### src/sv/cao_pkg.sv
// shared types, constants and helpers for the cursor alpha overlay unit
package cao_pkg;

  // coordinate and cursor limits
  localparam int COORD_MAX  = 4096;
  localparam int CURSOR_MAX = 256;
  localparam int COORD_W    = $clog2(COORD_MAX);
  localparam int LIM_W      = COORD_W + 1;
  localparam int LOCAL_W    = 8;
  localparam int HOT_W      = 8;

  // request queue between front and back
  localparam int QUEUE_DEPTH = 4;
  localparam int QPTR_W      = $clog2(QUEUE_DEPTH);
  localparam int QCNT_W      = QPTR_W + 1;

  // configuration register map (index = paddr / 4)
  localparam int CFG_ADDR_W = 5;
  localparam int CFG_IDX_W  = 3;
  localparam logic [CFG_IDX_W-1:0] REG_SCREEN_WIDTH  = 3'd0;
  localparam logic [CFG_IDX_W-1:0] REG_SCREEN_HEIGHT = 3'd1;
  localparam logic [CFG_IDX_W-1:0] REG_CURSOR_X      = 3'd2;
  localparam logic [CFG_IDX_W-1:0] REG_CURSOR_Y      = 3'd3;
  localparam logic [CFG_IDX_W-1:0] REG_HOT_X         = 3'd4;
  localparam logic [CFG_IDX_W-1:0] REG_HOT_Y         = 3'd5;

  // reset values
  localparam logic [LIM_W-1:0] SCREEN_WIDTH_RST  = LIM_W'(1920);
  localparam logic [LIM_W-1:0] SCREEN_HEIGHT_RST = LIM_W'(1080);

  localparam logic [7:0] ALPHA_OPAQUE = 8'hFF;

  typedef struct packed {
    logic [LIM_W-1:0]   screen_width;
    logic [LIM_W-1:0]   screen_height;
    logic [COORD_W-1:0] cursor_x;
    logic [COORD_W-1:0] cursor_y;
    logic [HOT_W-1:0]   hot_x;
    logic [HOT_W-1:0]   hot_y;
  } cfg_t;

  // one classified request as it sits in the queue
  typedef struct packed {
    logic               wr_en;
    logic               opaque;
    logic [COORD_W-1:0] dest_x;
    logic [COORD_W-1:0] dest_y;
    logic [31:0]        cur_px;
    logic [31:0]        bg_px;
  } item_t;

  // queue handshake signals seen by front and back
  typedef struct packed {
    logic full;
    logic not_empty;
  } q_stat_t;

  // exact x / 255 for x up to 255*255
  function automatic logic [7:0] div255(input logic [15:0] x);
    logic [16:0] s;
    s = {1'b0, x} + {9'd0, x[15:8]} + 17'd1;
    return s[15:8];
  endfunction

endpackage

### src/sv/cao_regs.sv
// apb configuration registers for the cursor overlay
module cao_regs (
  input  logic                            clk_i,
  input  logic                            rst_ni,
  input  logic                            psel,
  input  logic                            penable,
  input  logic                            pwrite,
  input  logic [cao_pkg::CFG_ADDR_W-1:0]  paddr,
  input  logic [31:0]                     pwdata,
  output logic [31:0]                     prdata,
  output logic                            pready,
  output cao_pkg::cfg_t                   cfg_o
);
  import cao_pkg::*;

  cfg_t                 cfg_q;
  logic                 wr;
  logic [CFG_IDX_W-1:0] idx;

  assign pready = 1'b1;
  assign wr     = psel & penable & pwrite;
  assign idx    = paddr[CFG_ADDR_W-1:2];
  assign cfg_o  = cfg_q;

  // register writes
  always_ff @(posedge clk_i or negedge rst_ni) begin
    if (!rst_ni) begin
      cfg_q.screen_width  <= SCREEN_WIDTH_RST;
      cfg_q.screen_height <= SCREEN_HEIGHT_RST;
      cfg_q.cursor_x      <= '0;
      cfg_q.cursor_y      <= '0;
      cfg_q.hot_x         <= '0;
      cfg_q.hot_y         <= '0;
    end else if (wr) begin
      unique case (idx)
        REG_SCREEN_WIDTH:  cfg_q.screen_width  <= pwdata[LIM_W-1:0];
        REG_SCREEN_HEIGHT: cfg_q.screen_height <= pwdata[LIM_W-1:0];
        REG_CURSOR_X:      cfg_q.cursor_x      <= pwdata[COORD_W-1:0];
        REG_CURSOR_Y:      cfg_q.cursor_y      <= pwdata[COORD_W-1:0];
        REG_HOT_X:         cfg_q.hot_x         <= pwdata[HOT_W-1:0];
        REG_HOT_Y:         cfg_q.hot_y         <= pwdata[HOT_W-1:0];
        default: ;
      endcase
    end
  end

  // read mux
  always_comb begin
    prdata = '0;
    unique case (idx)
      REG_SCREEN_WIDTH:  prdata = 32'(cfg_q.screen_width);
      REG_SCREEN_HEIGHT: prdata = 32'(cfg_q.screen_height);
      REG_CURSOR_X:      prdata = 32'(cfg_q.cursor_x);
      REG_CURSOR_Y:      prdata = 32'(cfg_q.cursor_y);
      REG_HOT_X:         prdata = 32'(cfg_q.hot_x);
      REG_HOT_Y:         prdata = 32'(cfg_q.hot_y);
      default:           prdata = '0;
    endcase
  end

endmodule

### src/sv/cao_front.sv
// front end: takes cursor pixel requests, places and classifies them
module cao_front (
  input  logic                              in_valid_i,
  output logic                              in_ready_o,
  input  logic [cao_pkg::LOCAL_W-1:0]       local_x_i,
  input  logic [cao_pkg::LOCAL_W-1:0]       local_y_i,
  input  logic [31:0]                       cursor_pixel_i,
  input  logic [31:0]                       bg_pixel_i,
  input  cao_pkg::cfg_t                     cfg_i,
  input  cao_pkg::q_stat_t                  q_stat_i,
  output logic                              push_o,
  output cao_pkg::item_t                    item_o
);
  import cao_pkg::*;

  logic               on_x, on_y;
  logic [COORD_W-1:0] dx, dy;
  logic               wr_en;

  // destination = pos + local - hot, clipped to screen and coordinate range
  function automatic logic place(input logic [COORD_W-1:0] pos,
                                 input logic [LOCAL_W-1:0] loc,
                                 input logic [HOT_W-1:0]   hot,
                                 input logic [LIM_W-1:0]   lim,
                                 output logic [COORD_W-1:0] dst);
    logic [LIM_W-1:0] sum;
    logic [LIM_W-1:0] d;
    logic             neg;
    sum = LIM_W'(pos) + LIM_W'(loc);
    neg = sum < LIM_W'(hot);
    d   = sum - LIM_W'(hot);
    dst = d[COORD_W-1:0];
    return !neg && (d < lim) && (d < LIM_W'(COORD_MAX))
           && ((LIM_W + 1)'(loc) < (LIM_W + 1)'(CURSOR_MAX));
  endfunction

  always_comb begin
    on_x  = place(cfg_i.cursor_x, local_x_i, cfg_i.hot_x, cfg_i.screen_width, dx);
    on_y  = place(cfg_i.cursor_y, local_y_i, cfg_i.hot_y, cfg_i.screen_height, dy);
    wr_en = on_x && on_y && (cursor_pixel_i[31:24] != 8'd0);
  end

  // accept whenever the queue has room
  assign in_ready_o = !q_stat_i.full;
  assign push_o     = in_valid_i & in_ready_o;

  // classified request
  always_comb begin
    item_o.wr_en  = wr_en;
    item_o.opaque = cursor_pixel_i[31:24] == ALPHA_OPAQUE;
    item_o.dest_x = wr_en ? dx : '0;
    item_o.dest_y = wr_en ? dy : '0;
    item_o.cur_px = cursor_pixel_i;
    item_o.bg_px  = bg_pixel_i;
  end

endmodule

### src/sv/cao_queue.sv
// short request queue between front and back
module cao_queue (
  input  logic              clk_i,
  input  logic              rst_ni,
  input  logic              push_i,
  input  cao_pkg::item_t    item_i,
  input  logic              pop_i,
  output cao_pkg::item_t    item_o,
  output cao_pkg::q_stat_t  stat_o
);
  import cao_pkg::*;

  item_t             mem [QUEUE_DEPTH];
  logic [QPTR_W-1:0] wptr_q, rptr_q;
  logic [QCNT_W-1:0] cnt_q;

  assign stat_o.full      = cnt_q == QCNT_W'(QUEUE_DEPTH);
  assign stat_o.not_empty = cnt_q != '0;
  assign item_o           = mem[rptr_q];

  // storage
  always_ff @(posedge clk_i) begin
    if (push_i) begin
      mem[wptr_q] <= item_i;
    end
  end

  // pointers and fill count
  always_ff @(posedge clk_i or negedge rst_ni) begin
    if (!rst_ni) begin
      wptr_q <= '0;
      rptr_q <= '0;
      cnt_q  <= '0;
    end else begin
      if (push_i) begin
        wptr_q <= wptr_q + QPTR_W'(1);
      end
      if (pop_i) begin
        rptr_q <= rptr_q + QPTR_W'(1);
      end
      if (push_i && !pop_i) begin
        cnt_q <= cnt_q + QCNT_W'(1);
      end else if (pop_i && !push_i) begin
        cnt_q <= cnt_q - QCNT_W'(1);
      end
    end
  end

endmodule

### src/sv/cao_back.sv
// back end: two-stage blend pipeline with output register
module cao_back (
  input  logic                         clk_i,
  input  logic                         rst_ni,
  input  cao_pkg::q_stat_t             q_stat_i,
  input  cao_pkg::item_t               item_i,
  output logic                         pop_o,
  output logic                         out_valid_o,
  input  logic                         out_ready_i,
  output logic                         write_enable_o,
  output logic [cao_pkg::COORD_W-1:0]  dest_x_o,
  output logic [cao_pkg::COORD_W-1:0]  dest_y_o,
  output logic [7:0]                   out_blue_o,
  output logic [7:0]                   out_green_o,
  output logic [7:0]                   out_red_o,
  output logic [7:0]                   out_alpha_o
);
  import cao_pkg::*;

  // stage 1: products
  logic        s1_valid_q;
  item_t       s1_item_q;
  logic [15:0] s1_pb_q, s1_pg_q, s1_pr_q, s1_pa_q;
  logic        s1_en, s2_en;
  logic [7:0]  a, inv_a;

  // stage 2: output register
  logic               s2_valid_q;
  logic               s2_we_q;
  logic [COORD_W-1:0] s2_dx_q, s2_dy_q;
  logic [7:0]         s2_b_q, s2_g_q, s2_r_q, s2_a_q;

  assign s2_en = !s2_valid_q || out_ready_i;
  assign s1_en = !s1_valid_q || s2_en;
  assign pop_o = q_stat_i.not_empty && s1_en;

  assign a     = item_i.cur_px[31:24];
  assign inv_a = ALPHA_OPAQUE - a;

  // valid bits
  always_ff @(posedge clk_i or negedge rst_ni) begin
    if (!rst_ni) begin
      s1_valid_q <= 1'b0;
      s2_valid_q <= 1'b0;
    end else begin
      if (s1_en) begin
        s1_valid_q <= q_stat_i.not_empty;
      end
      if (s2_en) begin
        s2_valid_q <= s1_valid_q;
      end
    end
  end

  // weighted sums c*a + bg*(255-a) per colour channel, and bg alpha * (255-a) for alpha
  always_ff @(posedge clk_i) begin
    if (pop_o) begin
      s1_item_q <= item_i;
      s1_pb_q   <= 16'(item_i.cur_px[7:0])   * 16'(a) + 16'(item_i.bg_px[7:0])   * 16'(inv_a);
      s1_pg_q   <= 16'(item_i.cur_px[15:8])  * 16'(a) + 16'(item_i.bg_px[15:8])  * 16'(inv_a);
      s1_pr_q   <= 16'(item_i.cur_px[23:16]) * 16'(a) + 16'(item_i.bg_px[23:16]) * 16'(inv_a);
      s1_pa_q   <= 16'(item_i.bg_px[31:24]) * 16'(inv_a);
    end
  end

  // divide by 255 and pick the result form
  always_ff @(posedge clk_i) begin
    if (s2_en && s1_valid_q) begin
      s2_we_q <= s1_item_q.wr_en;
      s2_dx_q <= s1_item_q.dest_x;
      s2_dy_q <= s1_item_q.dest_y;
      if (!s1_item_q.wr_en) begin
        s2_b_q <= s1_item_q.bg_px[7:0];
        s2_g_q <= s1_item_q.bg_px[15:8];
        s2_r_q <= s1_item_q.bg_px[23:16];
        s2_a_q <= s1_item_q.bg_px[31:24];
      end else if (s1_item_q.opaque) begin
        s2_b_q <= s1_item_q.cur_px[7:0];
        s2_g_q <= s1_item_q.cur_px[15:8];
        s2_r_q <= s1_item_q.cur_px[23:16];
        s2_a_q <= s1_item_q.cur_px[31:24];
      end else begin
        s2_b_q <= div255(s1_pb_q);
        s2_g_q <= div255(s1_pg_q);
        s2_r_q <= div255(s1_pr_q);
        s2_a_q <= s1_item_q.cur_px[31:24] + div255(s1_pa_q);
      end
    end
  end

  assign out_valid_o    = s2_valid_q;
  assign write_enable_o = s2_we_q;
  assign dest_x_o       = s2_dx_q;
  assign dest_y_o       = s2_dy_q;
  assign out_blue_o     = s2_b_q;
  assign out_green_o    = s2_g_q;
  assign out_red_o      = s2_r_q;
  assign out_alpha_o    = s2_a_q;

endmodule

### src/sv/cursor_alpha_overlay_unit.sv
// top level of the cursor alpha overlay unit
//
//   channel   direction  handshake                  payload
//   in        request    in_valid_i / in_ready_o    local_x, local_y, cursor_pixel, bg_pixel
//   out       result     out_valid_o / out_ready_i  write_enable, dest_x/y, out_blue..alpha
//   cfg       apb write  psel, penable, pwrite      paddr, pwdata, prdata
//
// one request per clock sustained while out_ready_i holds; out_valid_o rises after the request passes
// the queue slot written at the accepting edge, then the product stage, then the divide/output stage
// reset empties the four-entry queue and both pipeline stages, registers take reset values
// a stalled output holds the pipeline; the queue keeps accepting until four requests wait
module cursor_alpha_overlay_unit (
  input  logic                            clk_i,
  input  logic                            rst_ni,
  input  logic                            in_valid_i,
  output logic                            in_ready_o,
  input  logic [cao_pkg::LOCAL_W-1:0]     local_x_i,
  input  logic [cao_pkg::LOCAL_W-1:0]     local_y_i,
  input  logic [31:0]                     cursor_pixel_i,
  input  logic [31:0]                     bg_pixel_i,
  output logic                            out_valid_o,
  input  logic                            out_ready_i,
  output logic                            write_enable_o,
  output logic [cao_pkg::COORD_W-1:0]     dest_x_o,
  output logic [cao_pkg::COORD_W-1:0]     dest_y_o,
  output logic [7:0]                      out_blue_o,
  output logic [7:0]                      out_green_o,
  output logic [7:0]                      out_red_o,
  output logic [7:0]                      out_alpha_o,
  input  logic                            psel,
  input  logic                            penable,
  input  logic                            pwrite,
  input  logic [cao_pkg::CFG_ADDR_W-1:0]  paddr,
  input  logic [31:0]                     pwdata,
  output logic [31:0]                     prdata,
  output logic                            pready
);
  import cao_pkg::*;

  cfg_t    cfg;
  q_stat_t q_stat;
  item_t   push_item, head_item;
  logic    push, pop;

  cao_regs u_regs (
    .clk_i   (clk_i),
    .rst_ni  (rst_ni),
    .psel    (psel),
    .penable (penable),
    .pwrite  (pwrite),
    .paddr   (paddr),
    .pwdata  (pwdata),
    .prdata  (prdata),
    .pready  (pready),
    .cfg_o   (cfg)
  );

  cao_front u_front (
    .in_valid_i     (in_valid_i),
    .in_ready_o     (in_ready_o),
    .local_x_i      (local_x_i),
    .local_y_i      (local_y_i),
    .cursor_pixel_i (cursor_pixel_i),
    .bg_pixel_i     (bg_pixel_i),
    .cfg_i          (cfg),
    .q_stat_i       (q_stat),
    .push_o         (push),
    .item_o         (push_item)
  );

  cao_queue u_queue (
    .clk_i  (clk_i),
    .rst_ni (rst_ni),
    .push_i (push),
    .item_i (push_item),
    .pop_i  (pop),
    .item_o (head_item),
    .stat_o (q_stat)
  );

  cao_back u_back (
    .clk_i          (clk_i),
    .rst_ni         (rst_ni),
    .q_stat_i       (q_stat),
    .item_i         (head_item),
    .pop_o          (pop),
    .out_valid_o    (out_valid_o),
    .out_ready_i    (out_ready_i),
    .write_enable_o (write_enable_o),
    .dest_x_o       (dest_x_o),
    .dest_y_o       (dest_y_o),
    .out_blue_o     (out_blue_o),
    .out_green_o    (out_green_o),
    .out_red_o      (out_red_o),
    .out_alpha_o    (out_alpha_o)
  );

endmodule

### config.mk
export PLATFORM = sky130hd
export DESIGN_NAME = cursor_alpha_overlay_unit
export DESIGN_NICKNAME = d
export VERILOG_FILES = /design/src/sv/cao_pkg.sv /design/src/sv/cao_regs.sv /design/src/sv/cao_front.sv /design/src/sv/cao_queue.sv /design/src/sv/cao_back.sv /design/src/sv/cursor_alpha_overlay_unit.sv
export SDC_FILE = /design/constraint.sdc
export NUM_CORES = 2
export LEC_CHECK = 0
export BUFFER_PORTS_ARGS = -buffer_cell sky130_fd_sc_hd__buf_2
export CORE_MARGIN = 1
export CORE_UTILIZATION = 50
export DETAILED_ROUTE_END_ITERATION = 10
export HOLD_SLACK_MARGIN = 0.02
export PLACE_DENSITY = 0.79
export SKIP_CTS_REPAIR_TIMING = 1
export SLEW_MARGIN = 20
export SYNTH_ARGS = -nofsm -noshare
export SYNTH_HDL_FRONTEND = slang
export SYNTH_SLANG_ARGS = --single-unit
### constraint.sdc
create_clock -name clk_i -period 9.1 [get_ports clk_i]
set_input_delay 1.365 -clock clk_i [delete_from_list [all_inputs] [get_ports clk_i]]
set_output_delay 1.365 -clock clk_i [all_outputs]
set_load 0.005 [all_outputs]
==> results.toml <==
[timing]
slew_viol_final = 0
min_period_ns = 7.76
tns_ns = 0
rsz0062_at_grt = "false"
finalHoldViolCount = 0
finalSetupViolCount = 0
fin_crit_sh = 0.852
fmax_mhz = 129
setup_ws_ns = 1.34
slew_headroom = 0.267
skew_ns = 0.0385
tightest_slew_ns = 1.09

[yosys]
yosys_warnings = 0
synth_enable_flop_cells = 571
synthCells = 3535
synth-adder-area-share = 0.250
synth.avg_cell_area_um2 = 12.0
yosys.area_share.simple = 0.0900
ys.flop_type = "edfxtp_1"
synthMuxAreaShare = 0.0672
yosysUniqueCellTypes = 75
async_reset_ff_frac = 0.116
synth_seq_area_share = 0.449
synth_seq_cells = 646
synth_compound_area_frac = 0.0531
synthTopCellsByArea = "edfxtp_1 40%, fa_1 16%, ha_1 9.4%"
netlist.area_leader.share = 0.405
synth_top_family_by_area = "adder cells"
synth_top_cell_by_area = "edfxtp_1"
synthXorXnorAreaFrac = 0.0265
syn_area_um2 = 42400

[global_route]
antenna_found_initial = 26
grt_pass1_wl_um = 155000
grt_pass1_vias = 28070
grt-ovfl-total = 0
grt_max_degree = 129
grtUsageTotal = 0.234

[cts]
clock-sinks = 646
cts_root_buf = "clkbuf_16"
cts.path.max_buffers = 3
clk_latency_ns = 0.65
htreeDepth = 3
clk_pin_slew_ns = 0.06
numCtsBuffers = 70
cts_tree = "built"

[die]
rows = 106
core_um2 = 83700
die_w_um = 293
initial_core_util = 0.506
dieArea_um2 = 85900
fp.dieH_um = 293
num_io_pins = 216

[finish]
layout_common_cells = "571 x edfxtp_1, 558 x inv_1, 330 x fa_1"
mostFrequentLayoutCell = "edfxtp_1"
final_core_util = 0.561
multiInputGateArea_um2 = 20800
area_growth_pct = 10.8
final_nets = 4491
fill_cells = 6658
layout-drive-gt1-share = 0.136
regArea_um2 = 19000
layout.cells.non_filler = 4917

[worst_setup_path]
worstPathMaxFanout = 73
critPathRequiredTime_ns = 9.46
criticalPathCategory = "flip-flop to flip-flop"
worstPathArrival_ns = 8.12
cp-end-kind = "flip-flop"
start_kind = "flip-flop"

[detailed_routing]
first_pass_iters = 6
drtAntennaViolNets = 0
vias_per_cell = 5.54
drc = 0
drt_iter0_drc = 2030
vias = 27241
wl_um = 98300
routedWlPerCell_um = 20.0

[placement]
portBuffers = 174
pre_cts_ws_ns = 1.45
dpl.cell_count = 4781
place.gp.congestion = 0.923
hpwl_um = 71200

[hold_path]
hold_path.class = "flip-flop to flip-flop"

[outcome]
status = "completed"

[job]
cap_violations = 0
==> path summary, 6_finish.rpt <==
path | start | end | slack, ns | cells after the start
worst max-delay path | u_queue.rptr_q[1]$_DFFE_PN0P_ | u_back.s1_pg_q[15]$_DFFE_PP_ | 1.34 | 21
worst max register to register | u_queue.rptr_q[1]$_DFFE_PN0P_ | u_back.s1_pg_q[15]$_DFFE_PP_ | 1.34 | 21
min in group asynchronous | rst_ni | u_regs.cfg_o[16]$_DFFE_PN0P_ | 0.88 | 1
worst min register to register | u_back.s1_item_q[64]$_DFFE_PP_ | u_back.dest_y_o[0]$_DFFE_PP_ | 0.41 | 0
worst min-delay path | u_back.s1_item_q[64]$_DFFE_PP_ | u_back.dest_y_o[0]$_DFFE_PP_ | 0.41 | 0
max in group asynchronous | rst_ni | u_queue.rptr_q[0]$_DFFE_PN0P_ | 7.46 | 1
==> worst max-delay path: stages (launching register included) <==
cell and delay [ns]:
dfrtp_4 0.84, buf_12 0.44, mux2_2 0.40, o21ai_1 0.75, nor2_1 0.16, fa_1 0.57, inv_1 0.05, fa_1 0.47
inv_1 0.05, fa_1 0.49, fa_1 0.45, fa_1 0.49, inv_1 0.05, fa_1 0.47, inv_1 0.04, ha_1 0.35
and3_1 0.22, a31o_2 0.26, o41ai_1 0.46, o21bai_1 0.13, a21oi_1 0.19, xnor2_1 0.09
==> synthesized netlist by cell type (8+ instances only) <==
cell	number
nand3_1	41
a21oi_1	79
dfrtp_1	67
nand4_1	11
xor2_1	40
and3_1	18
inv_1	558
clkbuf_1	76
mux2_2	102
mux4_2	50
buf_4	21
buf_1	26
and2_1	69
nor2_1	295
edfxtp_1	571
nor3_1	28
dfstp_2	8
a31oi_1	8
a21o_1	22
nor4b_1	11
nand2b_1	12
o21a_1	27
ha_1	318
o211ai_1	10
o21ai_0	98
nand2_1	295
nor2b_1	32
xnor2_1	88
mux2i_1	57
o21ai_1	31
a22oi_1	19
a211oi_1	11
fa_1	330
or3_1	10
==> routing by layer <==
metal,up-vias,share of wire,wire [um],global-route usage
li1,12250,-,-,-
met1,13669,0.40,38900,0.302
met4,24,0.032,3120,0.0744
met5,-,0.0015,145,0
met2,1069,0.49,48000,0.393
met3,229,0.082,8020,0.0520
==> registers in the layout, indices dropped and copies added, names as in the netlist, 12 cells and up <==
register,flops
u_back.dest_y_o,12
u_back.s1_pg_q,16
u_back.dest_x_o,12
u_regs.cfg_o,66
u_back.s1_pa_q,16
u_queue.mem,360
u_back.s1_pr_q,16
u_back.s1_item_q,90
u_back.s1_pb_q,16
==> cells by family (layout without fill, tap and decap cells) <==
logic type	after synthesis	in the layout
compound gates	361	361
xor+xnor	128	128
fa+ha+maj	648	648
buf+inv	694	914
flops	646	646
mux	209	209
other cells	2	30
simple gates	847	847
==> stage by stage <==
step,hold slack (ns),instance area (um^2)
after floorplan,0.400,42400
after global placement,0.403,44600
after detailed placement,0.405,44600
after CTS,0.409,46900
after global routing,0.422,46900
final,0.411,46900
==> cell type report <==
type,count,area share
Antenna cell,7,0.000373
Timing Repair Buffer,222,0.0268
Multi-Input combinational cell,2216,0.442
Inverter,563,0.0450
Tap cell,1134,0.0302
Clock inverter,38,0.00997
Sequential cell,646,0.406
Clock buffer,91,0.0398
Power is left out: the tool's default activity adds up to more than one toggle a clock period on the data nets, which glitch-free logic cannot reach.
